`src/rtl/sbd_pkg.sv`:
```
// shared types and constants of the sparse block decompressor
package sbd_pkg;

    localparam int TABLE_DEPTH = 256;
    localparam int TBL_AW      = $clog2(TABLE_DEPTH);
    localparam int VAL_W       = 8;
    localparam int RUN_W       = 11;
    localparam int LEN_W       = 16;
    localparam int BUF_W       = 16;
    localparam int CNT_W       = 5;
    localparam int NRES_W      = 4;
    localparam int MAX_RESULTS = 8;
    localparam int RUN_BITS    = 6;
    localparam int RUN_SHIFT   = 5;
    localparam int RUN_FLAG    = 5;
    localparam int TDATA_W     = 24;
    localparam int TUSER_W     = 2;

    // sequencer states
    typedef enum logic [4:0] {
        S_IDLE  = 5'b00001,
        S_SCAN  = 5'b00010,
        S_LOOK  = 5'b00100,
        S_EMIT  = 5'b01000,
        S_FLUSH = 5'b10000
    } t_seq;

    // block phase
    typedef enum logic [2:0] {
        PH_HEAD   = 3'b001,
        PH_TABLE  = 3'b010,
        PH_STREAM = 3'b100
    } t_phase;

    // which bitstream field comes next
    typedef enum logic [2:0] {
        FS_INDEX  = 3'b001,
        FS_RUN_LO = 3'b010,
        FS_RUN_HI = 3'b100
    } t_field;

    typedef struct packed {
        logic [VAL_W-1:0] value;
        logic [RUN_W-1:0] run;
        logic             done;
        logic             err;
    } t_result;

endpackage

```
`src/rtl/sparse_block_decompressor_unit.sv`:
```
// sparse block decompressor: header, value table and zero-run bitstream decode
// header and table beats are taken in the idle state; a bitstream beat is loaded, then each
// nonzero index passes scan, table look and emit, a zero index also reads its run field and
// any extended high part before emit, and a flush ends the beat; the one shared emit/length
// unit and the registered table read serve it all; s_axis_tready is low meanwhile
// i_rst_n is synchronous active low and clears control state; the value table is not cleared
module sparse_block_decompressor_unit
    import sbd_pkg::*;
(
    input  logic               i_clk,
    input  logic               i_rst_n,
    // out_length register
    input  logic               i_cfg_wr_en,
    input  logic [LEN_W-1:0]   i_cfg_wr_data,
    // compressed byte stream
    input  logic               s_axis_tvalid,
    output logic               s_axis_tready,
    input  logic [7:0]         s_axis_tdata,   // [7:0] in_byte
    // decoded results
    output logic               m_axis_tvalid,
    input  logic               m_axis_tready,
    output logic [TDATA_W-1:0] m_axis_tdata,   // [7:0] out_value, [18:8] zero_run, rest 0
    output logic [TUSER_W-1:0] m_axis_tuser,   // [0] block_done, [1] format_error
    output logic               m_axis_tlast    // last_of_item
);

    // number of significant bits of v
    function automatic logic [3:0] sig_bits(input logic [7:0] v);
        logic [3:0] b;
        b = 4'd0;
        for (int k = 0; k < 8; k++) begin
            if (v[k]) b = 4'(k + 1);
        end
        return b;
    endfunction

    // control and block state
    t_seq               r_seq, n_seq;
    t_phase             r_phase, n_phase;
    t_field             r_stage, n_stage;
    logic [LEN_W-1:0]   r_out_length, n_out_length;
    logic [7:0]         r_count, n_count;
    logic [7:0]         r_fill, n_fill;
    logic [3:0]         r_width, n_width;
    logic [BUF_W-1:0]   r_buf, n_buf;
    logic [CNT_W-1:0]   r_cnt, n_cnt;
    logic [VAL_W-1:0]   r_pend_val, n_pend_val;
    logic [RUN_SHIFT-1:0] r_pend_run, n_pend_run;
    logic [LEN_W-1:0]   r_produced, n_produced;
    logic [NRES_W-1:0]  r_nres, n_nres;
    logic               r_hold_vld, n_hold_vld;
    logic               r_out_vld, n_out_vld;

    // payload
    logic               r_idx_zero, n_idx_zero;
    logic               r_idx_err, n_idx_err;
    t_result            r_cand, n_cand;
    t_result            r_hold, n_hold;
    t_result            r_out, n_out;
    logic               r_out_last, n_out_last;
    logic [VAL_W-1:0]   r_rd_data;

    // value table
    logic [VAL_W-1:0]   mem [TABLE_DEPTH];

    logic               in_beat;
    logic               mem_we;
    logic               start_strm;
    logic               out_free;
    logic               push;
    logic               push_last;
    logic [7:0]         idx_mask;
    logic [7:0]         idx;
    logic [RUN_BITS-1:0] fld;
    logic [VAL_W-1:0]   look_val;

    // shared emit unit: clips the run to what is left of the block
    logic [LEN_W-1:0]   avail;
    logic               over;
    logic [RUN_W-1:0]   run_fix;
    logic [LEN_W-1:0]   produced_new;
    logic               emit_done;

    assign s_axis_tready = (r_seq == S_IDLE);
    assign in_beat       = s_axis_tvalid && s_axis_tready;
    assign out_free      = !r_out_vld || m_axis_tready;

    assign idx_mask = 8'((9'd1 << r_width) - 9'd1);
    assign idx      = r_buf[7:0] & idx_mask;
    assign fld      = r_buf[RUN_BITS-1:0];
    assign look_val = r_idx_err ? '0 : r_rd_data;

    assign avail        = r_out_length - r_produced - LEN_W'(1);
    assign over         = {{(LEN_W-RUN_W){1'b0}}, r_cand.run} > avail;
    assign run_fix      = over ? avail[RUN_W-1:0] : r_cand.run;
    assign produced_new = r_produced + LEN_W'(1) + {{(LEN_W-RUN_W){1'b0}}, run_fix};
    assign emit_done    = (produced_new == r_out_length);

    assign mem_we = in_beat && (r_phase == PH_TABLE) && ({1'b0, r_fill} < 9'(TABLE_DEPTH));

    always_comb begin
        n_seq        = r_seq;
        n_phase      = r_phase;
        n_stage      = r_stage;
        n_out_length = i_cfg_wr_en ? i_cfg_wr_data : r_out_length;
        n_count      = r_count;
        n_fill       = r_fill;
        n_width      = r_width;
        n_buf        = r_buf;
        n_cnt        = r_cnt;
        n_pend_val   = r_pend_val;
        n_pend_run   = r_pend_run;
        n_produced   = r_produced;
        n_nres       = r_nres;
        n_hold_vld   = r_hold_vld;
        n_idx_zero   = r_idx_zero;
        n_idx_err    = r_idx_err;
        n_cand       = r_cand;
        n_hold       = r_hold;
        start_strm   = 1'b0;
        push         = 1'b0;
        push_last    = 1'b0;

        case (r_seq)
            S_IDLE: begin
                if (in_beat) begin
                    if (r_phase == PH_TABLE) begin
                        n_fill = r_fill + 8'd1;
                        if (n_fill == r_count) start_strm = 1'b1;
                    end else if (r_phase != PH_STREAM || r_produced >= r_out_length) begin
                        // new block header
                        n_count = s_axis_tdata;
                        n_fill  = 8'd0;
                        n_width = sig_bits(s_axis_tdata - 8'd1);
                        if (s_axis_tdata == 8'd0) begin
                            start_strm = 1'b1;
                        end else begin
                            n_phase = PH_TABLE;
                        end
                    end else begin
                        // bitstream beat: append above the leftover bits
                        n_buf  = r_buf | (BUF_W'(s_axis_tdata) << r_cnt[3:0]);
                        n_cnt  = r_cnt + CNT_W'(8);
                        n_nres = '0;
                        n_seq  = S_SCAN;
                    end
                end
            end
            S_SCAN: begin
                if (r_nres == NRES_W'(MAX_RESULTS)) begin
                    n_seq = S_FLUSH;
                end else if (r_stage == FS_INDEX) begin
                    if (r_cnt < CNT_W'(r_width)) begin
                        n_seq = S_FLUSH;
                    end else begin
                        n_buf      = r_buf >> r_width;
                        n_cnt      = r_cnt - CNT_W'(r_width);
                        n_idx_zero = (idx == 8'd0);
                        n_idx_err  = (idx >= r_count) || ({1'b0, idx} >= 9'(TABLE_DEPTH));
                        n_seq      = S_LOOK;
                    end
                end else begin
                    if (r_cnt < CNT_W'(RUN_BITS)) begin
                        n_seq = S_FLUSH;
                    end else begin
                        n_buf = r_buf >> RUN_BITS;
                        n_cnt = r_cnt - CNT_W'(RUN_BITS);
                        if (r_stage == FS_RUN_LO && fld[RUN_FLAG]) begin
                            // extended run: high bits follow
                            n_pend_run = fld[RUN_SHIFT-1:0];
                            n_stage    = FS_RUN_HI;
                        end else begin
                            n_cand.value = r_pend_val;
                            if (r_stage == FS_RUN_LO) begin
                                n_cand.run = RUN_W'(fld);
                            end else begin
                                n_cand.run = {fld, r_pend_run};
                            end
                            n_cand.done = 1'b0;
                            n_cand.err  = (r_count == 8'd0);
                            n_stage     = FS_INDEX;
                            n_seq       = S_EMIT;
                        end
                    end
                end
            end
            S_LOOK: begin
                // table read data is valid here
                if (r_idx_zero) begin
                    n_pend_val = look_val;
                    n_stage    = FS_RUN_LO;
                    n_seq      = S_SCAN;
                end else begin
                    n_cand.value = look_val;
                    n_cand.run   = '0;
                    n_cand.done  = 1'b0;
                    n_cand.err   = r_idx_err;
                    n_seq        = S_EMIT;
                end
            end
            S_EMIT: begin
                if (!r_hold_vld || out_free) begin
                    // a held result is not the last one of this beat
                    push         = r_hold_vld;
                    n_hold.value = r_cand.value;
                    n_hold.run   = run_fix;
                    n_hold.done  = emit_done;
                    n_hold.err   = r_cand.err || over;
                    n_hold_vld   = 1'b1;
                    n_produced   = produced_new;
                    n_nres       = r_nres + NRES_W'(1);
                    if (emit_done) begin
                        n_phase = PH_HEAD;
                        n_buf   = '0;
                        n_cnt   = '0;
                        n_stage = FS_INDEX;
                        n_seq   = S_FLUSH;
                    end else begin
                        n_seq = S_SCAN;
                    end
                end
            end
            S_FLUSH: begin
                if (!r_hold_vld) begin
                    n_seq = S_IDLE;
                end else if (out_free) begin
                    push       = 1'b1;
                    push_last  = 1'b1;
                    n_hold_vld = 1'b0;
                    n_seq      = S_IDLE;
                end
            end
            default: begin
                n_seq = S_IDLE;
            end
        endcase

        if (start_strm) begin
            n_phase    = (r_out_length == '0) ? PH_HEAD : PH_STREAM;
            n_buf      = '0;
            n_cnt      = '0;
            n_stage    = FS_INDEX;
            n_pend_val = '0;
            n_pend_run = '0;
            n_produced = '0;
        end

        n_out_vld  = push ? 1'b1 : (m_axis_tready ? 1'b0 : r_out_vld);
        n_out      = push ? r_hold : r_out;
        n_out_last = push ? push_last : r_out_last;
    end

    always_ff @(posedge i_clk) begin
        if (!i_rst_n) begin
            r_seq        <= S_IDLE;
            r_phase      <= PH_HEAD;
            r_stage      <= FS_INDEX;
            r_out_length <= '0;
            r_count      <= '0;
            r_fill       <= '0;
            r_width      <= 4'd8;
            r_buf        <= '0;
            r_cnt        <= '0;
            r_pend_val   <= '0;
            r_pend_run   <= '0;
            r_produced   <= '0;
            r_nres       <= '0;
            r_hold_vld   <= 1'b0;
            r_out_vld    <= 1'b0;
        end else begin
            r_seq        <= n_seq;
            r_phase      <= n_phase;
            r_stage      <= n_stage;
            r_out_length <= n_out_length;
            r_count      <= n_count;
            r_fill       <= n_fill;
            r_width      <= n_width;
            r_buf        <= n_buf;
            r_cnt        <= n_cnt;
            r_pend_val   <= n_pend_val;
            r_pend_run   <= n_pend_run;
            r_produced   <= n_produced;
            r_nres       <= n_nres;
            r_hold_vld   <= n_hold_vld;
            r_out_vld    <= n_out_vld;
        end
    end

    always_ff @(posedge i_clk) begin
        r_idx_zero <= n_idx_zero;
        r_idx_err  <= n_idx_err;
        r_cand     <= n_cand;
        r_hold     <= n_hold;
        r_out      <= n_out;
        r_out_last <= n_out_last;
    end

    // value table: one write port, one registered read port
    always_ff @(posedge i_clk) begin
        if (mem_we) begin
            mem[r_fill[TBL_AW-1:0]] <= s_axis_tdata;
        end
        if (r_seq == S_SCAN) begin
            r_rd_data <= mem[idx[TBL_AW-1:0]];
        end
    end

    assign m_axis_tvalid = r_out_vld;
    assign m_axis_tdata  = {{(TDATA_W-VAL_W-RUN_W){1'b0}}, r_out.run, r_out.value};
    assign m_axis_tuser  = {r_out.err, r_out.done};
    assign m_axis_tlast  = r_out_last;

endmodule

```
`config.mk`:
```
export PLATFORM = sky130hd
export DESIGN_NAME = sparse_block_decompressor_unit
export DESIGN_NICKNAME = d
export VERILOG_FILES = /design/src/rtl/sbd_pkg.sv /design/src/rtl/sparse_block_decompressor_unit.sv
export SDC_FILE = /design/constraint.sdc
export NUM_CORES = 2
export LEC_CHECK = 0
export BUFFER_PORTS_ARGS = -buffer_cell sky130_fd_sc_hd__buf_4
export CORE_MARGIN = 2
export CORE_UTILIZATION = 53
export DETAILED_ROUTE_END_ITERATION = 10
export PLACE_DENSITY = 0.68
export RECOVER_POWER = 50
export SYNTH_ARGS = -nofsm -noshare
export SYNTH_HDL_FRONTEND = slang
export SYNTH_SLANG_ARGS = --single-unit
```
`constraint.sdc`:
```
create_clock -name i_clk -period 17.6 [get_ports i_clk]
set_input_delay 0 -clock i_clk [delete_from_list [all_inputs] [get_ports i_clk]]
set_output_delay 0 -clock i_clk [all_outputs]
set_load 0.01 [all_outputs]
```
# Word-level counts from Yosys, hierarchy flattened
# Memory sizes are Yosys's and may differ from the RTL's. A register that Yosys moved wholly into a read port is not among the register bits.
# Index checks and enable logic that the tools add are counted.
# totals
ff_bits,168
latchBits,0
ram_bits,2048
rom_bits,0
in_bits,29
out_inout_bits,29
n_memories,1
# classes
add_sub_neg,11
multipliers,0
div,0
magnitude_cmp,5
n_eq_ne,33
shifts,3
n_mux,91
bitwise,8
n_reduce_logical,35
# mem_list
name,words,width,rd,rd_clocked_by_memory_dff,wr,line,text
mem,256,8,1,1,1,sparse_block_decompressor_unit.sv:64,logic [VAL_W-1:0] mem [TABLE_DEPTH];
# ops
operator,count
$mux 16,9
$mux 21,5
$mux 5,21
$mux 4,12
$pmux 16 s3,1
$pmux 21 s2,1
$mux 3,13
$pmux 5 s5,1
$logic_not 8->1,3
$mux 8,3
$ne 3x3->1 const B,8
$mux 11,2
$ne 2x2->1 const B,10
$mux 1,17
$add 16x1->16 const B,1
$add 16x11->16,1
$eq 16x16->1,1
$ge 16x16->1,1
$gt 11x16->1,1
$logic_not 16->1,1
$or 16x16->16,1
$shl 8x4->16,1
$shr 16x4->16,1
$sub 16x1->16 const B,1
other kinds (43),70

# Depth between registers and ports, before layout
# logic_depth
word_depth,10
depth_mapped,33
ltp_nobuf,31

# Worst setup path after synthesis
# Ideal clock, no wire load.
# synth_path
path_kind,reg2reg
start,register r_out_length[1]
end,register r_buf[9]
setup_time_ps,134
t_arrival_ps,6260
required_ps,17466
setup_slack_ps,11206
stages_incl_launch_ff,32
path_buffers,2
period_less_slack_ps,6394
path_cell_list,dfxtp_1 -> inv_1 -> ha_1 -> a21o_1 -> a21oi_1 -> nor2b_1 -> o21a_1 -> nor2_1 -> nor2b_1 -> o21a_1 -> o32ai_1 -> ha_1 -> nand3_1 -> o32ai_1 -> nor3_1 -> o211a_1 -> o31ai_1 -> nor3_1 -> buf_2 -> mux2i_1 -> ha_1 -> fa_1 -> xnor2_1 -> nor4_2 -> o2111ai_1 -> nor4b_1 -> and4_1 -> nand4_2 -> nor3_2 -> nand2b_1 -> buf_2 -> a211oi_1
# synth_between
elab_chain_cells,8
word_cells_on_any_way,16
# synth_rtl
item,line,text
start: declaration,sparse_block_decompressor_unit.sv:41,"logic [LEN_W-1:0] r_out_length, n_out_length;"
start signal: assignment,sparse_block_decompressor_unit.sv:274,r_out_length <= n_out_length;
$sub 16x16->16,sparse_block_decompressor_unit.sv:93,assign avail = r_out_length - r_produced - LEN_W'(1);
$sub 16x1->16,sparse_block_decompressor_unit.sv:93,
$gt 11x16->1,sparse_block_decompressor_unit.sv:94,"assign over = {{(LEN_W-RUN_W){1'b0}}, r_cand.run} > avail;"
$mux 11,sparse_block_decompressor_unit.sv:95,assign run_fix = over ? avail[RUN_W-1:0] : r_cand.run;
$add 16x11->16,sparse_block_decompressor_unit.sv:96,"assign produced_new = r_produced + LEN_W'(1) + {{(LEN_W-RUN_W){1'b0}}, run_fix};"
$eq 16x16->1,sparse_block_decompressor_unit.sv:97,assign emit_done = (produced_new == r_out_length);
$ne 2x2->1 (no line),--,
$reduce_and 9->1 (no line),--,
end signal: assignment,sparse_block_decompressor_unit.sv:278,r_buf <= n_buf;
end: declaration,sparse_block_decompressor_unit.sv:45,"logic [BUF_W-1:0] r_buf, n_buf;"
# Several ways; a longest one is shown, not always the timed one.
# A chain may end at the register's enable or synchronous reset.

# Final worst setup path
# layout_path
start,input s_axis_tdata[2]
end,memory mem[52][2] (data pin)
# layout_rtl
item,line,text
start: declaration,sparse_block_decompressor_unit.sv:18,"input logic [7:0] s_axis_tdata,"
end: declaration,sparse_block_decompressor_unit.sv:64,
# Straight into the memory's write port.

==> results.md <==
* Via-to-Cell Ratio at 6.199
* Mapped cell area at 94020 um2
* Drt wl/cell at ~26 um
* Worst-skew pair later-pin latency at around 0.9 ns
* Commonest non-fill, non-tap cell in the layout: edfxtp_1
* Status: finished with violations
* Max Slew Vio Count at 2140
* Slew headroom at -486.6%
* Ports at a little under 60
* Failing checks: capacitance limit, slew limit
* Hold Slack at approximately 0.28 ns
* Critical Path Start: s_axis_tdata[2]
* YS warnings at 0
* Die Y at 425.2 um
* FILL cells at about 14000
* Resize count post-CTS at 0
* Routed vias at 60759
* Min cycle time layout at 10.88 ns
* Gate Count Post-Synth at 7303
* Die area at 180800 um2
* Area grow syn2layout at 9.995%
* Post-route cell area at roughly 100000 um2
* Peak VDD IR at 0.1139 mV
* Commonest cells after routing, fill and taps aside: 2121 x edfxtp_1, 1757 x nand2_1, 641 x nand3_1
* Worst Setup Start Kind: input pin
* WS Path Type: in2reg
* Worst min path class: in2reg
* Worst-path clk slew at 0.06 ns
* Starting Density at 53.38%
* Async S/R FF share, synth at 0%
* H-Tree Depth at 4
* Synth Register Bits at 2224
* Area of the core at 176100 um2
* Largest net degree at the start of global routing at around 200
* Final Core Density at 58.72%
* All-Layer GR Usage at 27.65%
* Worst Path Max Fanout at 197
* Worst path required time at approximately 17 ns
* First DRT Iteration DRCs at roughly 8300
* HP Start: s_axis_tvalid
* CTS tree: yes
* Sequential area share after synthesis at 69.94%
* Drt pass-1 iters at 8
* CTS buffer count at approximately 220
* Final TNS setup at 0 ns
* Clk_skew at 0.05183 ns
* Buffers on Ports at 52
* Routed Antenna Nets at 0
* Worst-case clock buffer depth at 3
* Congestion Overflow GR at 0
* Reg-to-Reg Start: r_out_length[1]
* Register Area at between 60000 and 70000 um2
* # clock sinks at 2224
* Worst path arrival time at 10.25 ns
* DRT Wirelength at 253300 um
* First-pass GRT wire length at 373800 um
* Post-Synthesis Mean Instance Area at about 13 um2
* Final hold vios at 0
* Final setup viols at 0
* Fin nets at 7383
* Placed Area at 96160 um2
* Pwr dens at approximately 110 nW/um2
* Distinct cell type count after synthesis at between 80 and 90
* Critical Path Sink Type: flip-flop
* Final Cycle Share at 61.85%
* RSZ-0062 raised after global routing: no
* Most used DFF post-synth: edfxtp_1
* Die width at 425.2 um
* DPL Wire Length at 146200 um
* Residual DRC at 0
* Routability Congestion at 0.9062
* Slew at the pin closest to its max-slew limit at 8.799 ns
* Clk root buf: clkbuf_16
* Area occupied by multi-input gates at 25730 um2
* Static leakage at 33.94 nW
* Initial antenna violation count at 11
* Post-synth EDFFs at 2121
* Max cap viols at 32
* Fraction of layout cells with a size suffix above 1 at under 10%
* Site Rows at 154
* Vias in the first global route at 57337
* FMAX at 0.09187 GHz
## stage by stage
step	setup WS (ns)	power, mW	cells
global route	5.828	11.26	9800
finish	6.715	10.98	9802
floorplan	11.21	6.323	7307
global placement	10.24	6.585	9309
CTS	10.10	10.99	9798
detailed placement	10.14	6.595	9309
## path summary, 6_finish.rpt
check / endpoint / slack [ns] / depth (start not counted)
setup reg to reg: r_buf[12] / 9.93 / 30
hold / removal: r_phase[1] / 0.28 / 6
setup / recovery: mem[52][2] / 6.72 / 3
hold reg to reg: r_hold[17] / 0.41 / 0
## timing repair
action	4_1_cts	5_1_grt
buffers inserted	0	0
hold endpoints to repair	596	0
hold buffers	80	0
## worst max-delay path, cell delays in order
cell,delay (ns)
dlygate4sd3_1,0.52
clkbuf_1,2.94
clkbuf_1,6.24
## cell type report
cell class	instances	area share (%)
Clock inverter	119	0.8433
Timing Repair Buffer	238	1.821
Multi-Input combinational cell	4497	24.89
Clock buffer	290	5.681
Inverter	90	0.3460
Tap cell	2340	2.831
Sequential cell	2224	63.58
Antenna cell	4	0.009679
## synthesized netlist by cell type (all sizes together) (15+ instances only)
library cell | number | area [um2]
and3 | 201 | 1257
nand4 | 24 | 156.4
a211oi | 35 | 267.8
dfxtp | 103 | 2062
inv | 85 | 319.1
mux4 | 86 | 1937
nor3 | 26 | 135.1
a21oi | 127 | 643.1
nand2 | 1770 | 6644
mux2i | 235 | 2352
o311ai | 15 | 138.9
xnor2 | 41 | 359.1
ha | 79 | 988.5
o21ai | 114 | 574.3
o21a | 21 | 157.7
nand3 | 642 | 3218
o22ai | 43 | 269.0
buf | 248 | 1375
xor2 | 20 | 175.2
clkbuf | 248 | 930.9
edfxtp | 2121 | 63690
a311oi | 219 | 1918
nand2b | 31 | 193.9
a31oi | 92 | 575.6
nor2b | 19 | 118.9
a21o | 16 | 120.1
a221oi | 18 | 157.7
nor2 | 422 | 1584
## routing by layer
| layer | global-route usage (%) | share of wire [%] | up-vias |
|---|---|---|---|
| met5 | 0 | 0.015 | - |
| met4 | 10.09 | 3.6 | 6 |
| met3 | 5.723 | 11 | 487 |
| met2 | 41.83 | 45 | 3143 |
| met1 | 39.80 | 40 | 30129 |
| li1 | - | - | 26994 |
## power breakdown
part | switching (mW) | leakage (nW) | internal, mW | total, mW
Clock | 2.00 | 3.27 | 2.46 | 4.46
Sequential | 0.0294 | 19.9 | 5.82 | 5.85
Combinational | 0.461 | 10.8 | 0.209 | 0.670
## flip-flops by register name, indices dropped and copies added (netlist names)
signal         cells
mem             2048
r_hold            21
r_cand            20
m_axis_tdata      19
r_buf             16
r_out_length      16
r_produced        16
r_count            8
r_fill             8
r_pend_val         8
r_rd_data          8
r_cnt              5
r_pend_run         5
r_seq              5
r_nres             4
r_width            4
r_phase            3
r_stage            3
m_axis_tuser       2
m_axis_tlast       1
m_axis_tvalid      1
r_hold_vld         1
r_idx_err          1
r_idx_zero         1
## cells by family after synthesis
| kind of cell | share of synthesized area [%] |
|---|---|
| and+or+nand+nor | 14.68 |
| DFF | 69.94 |
| AOI/OAI and AO/OA | 6.188 |
| buffers and inverters | 2.812 |
| muxes | 4.694 |
| adders and majority gates | 1.115 |
| xor gates and xnor gates | 0.5683 |
| other | 0.003989 |
(Power assumes the default switching activity.)
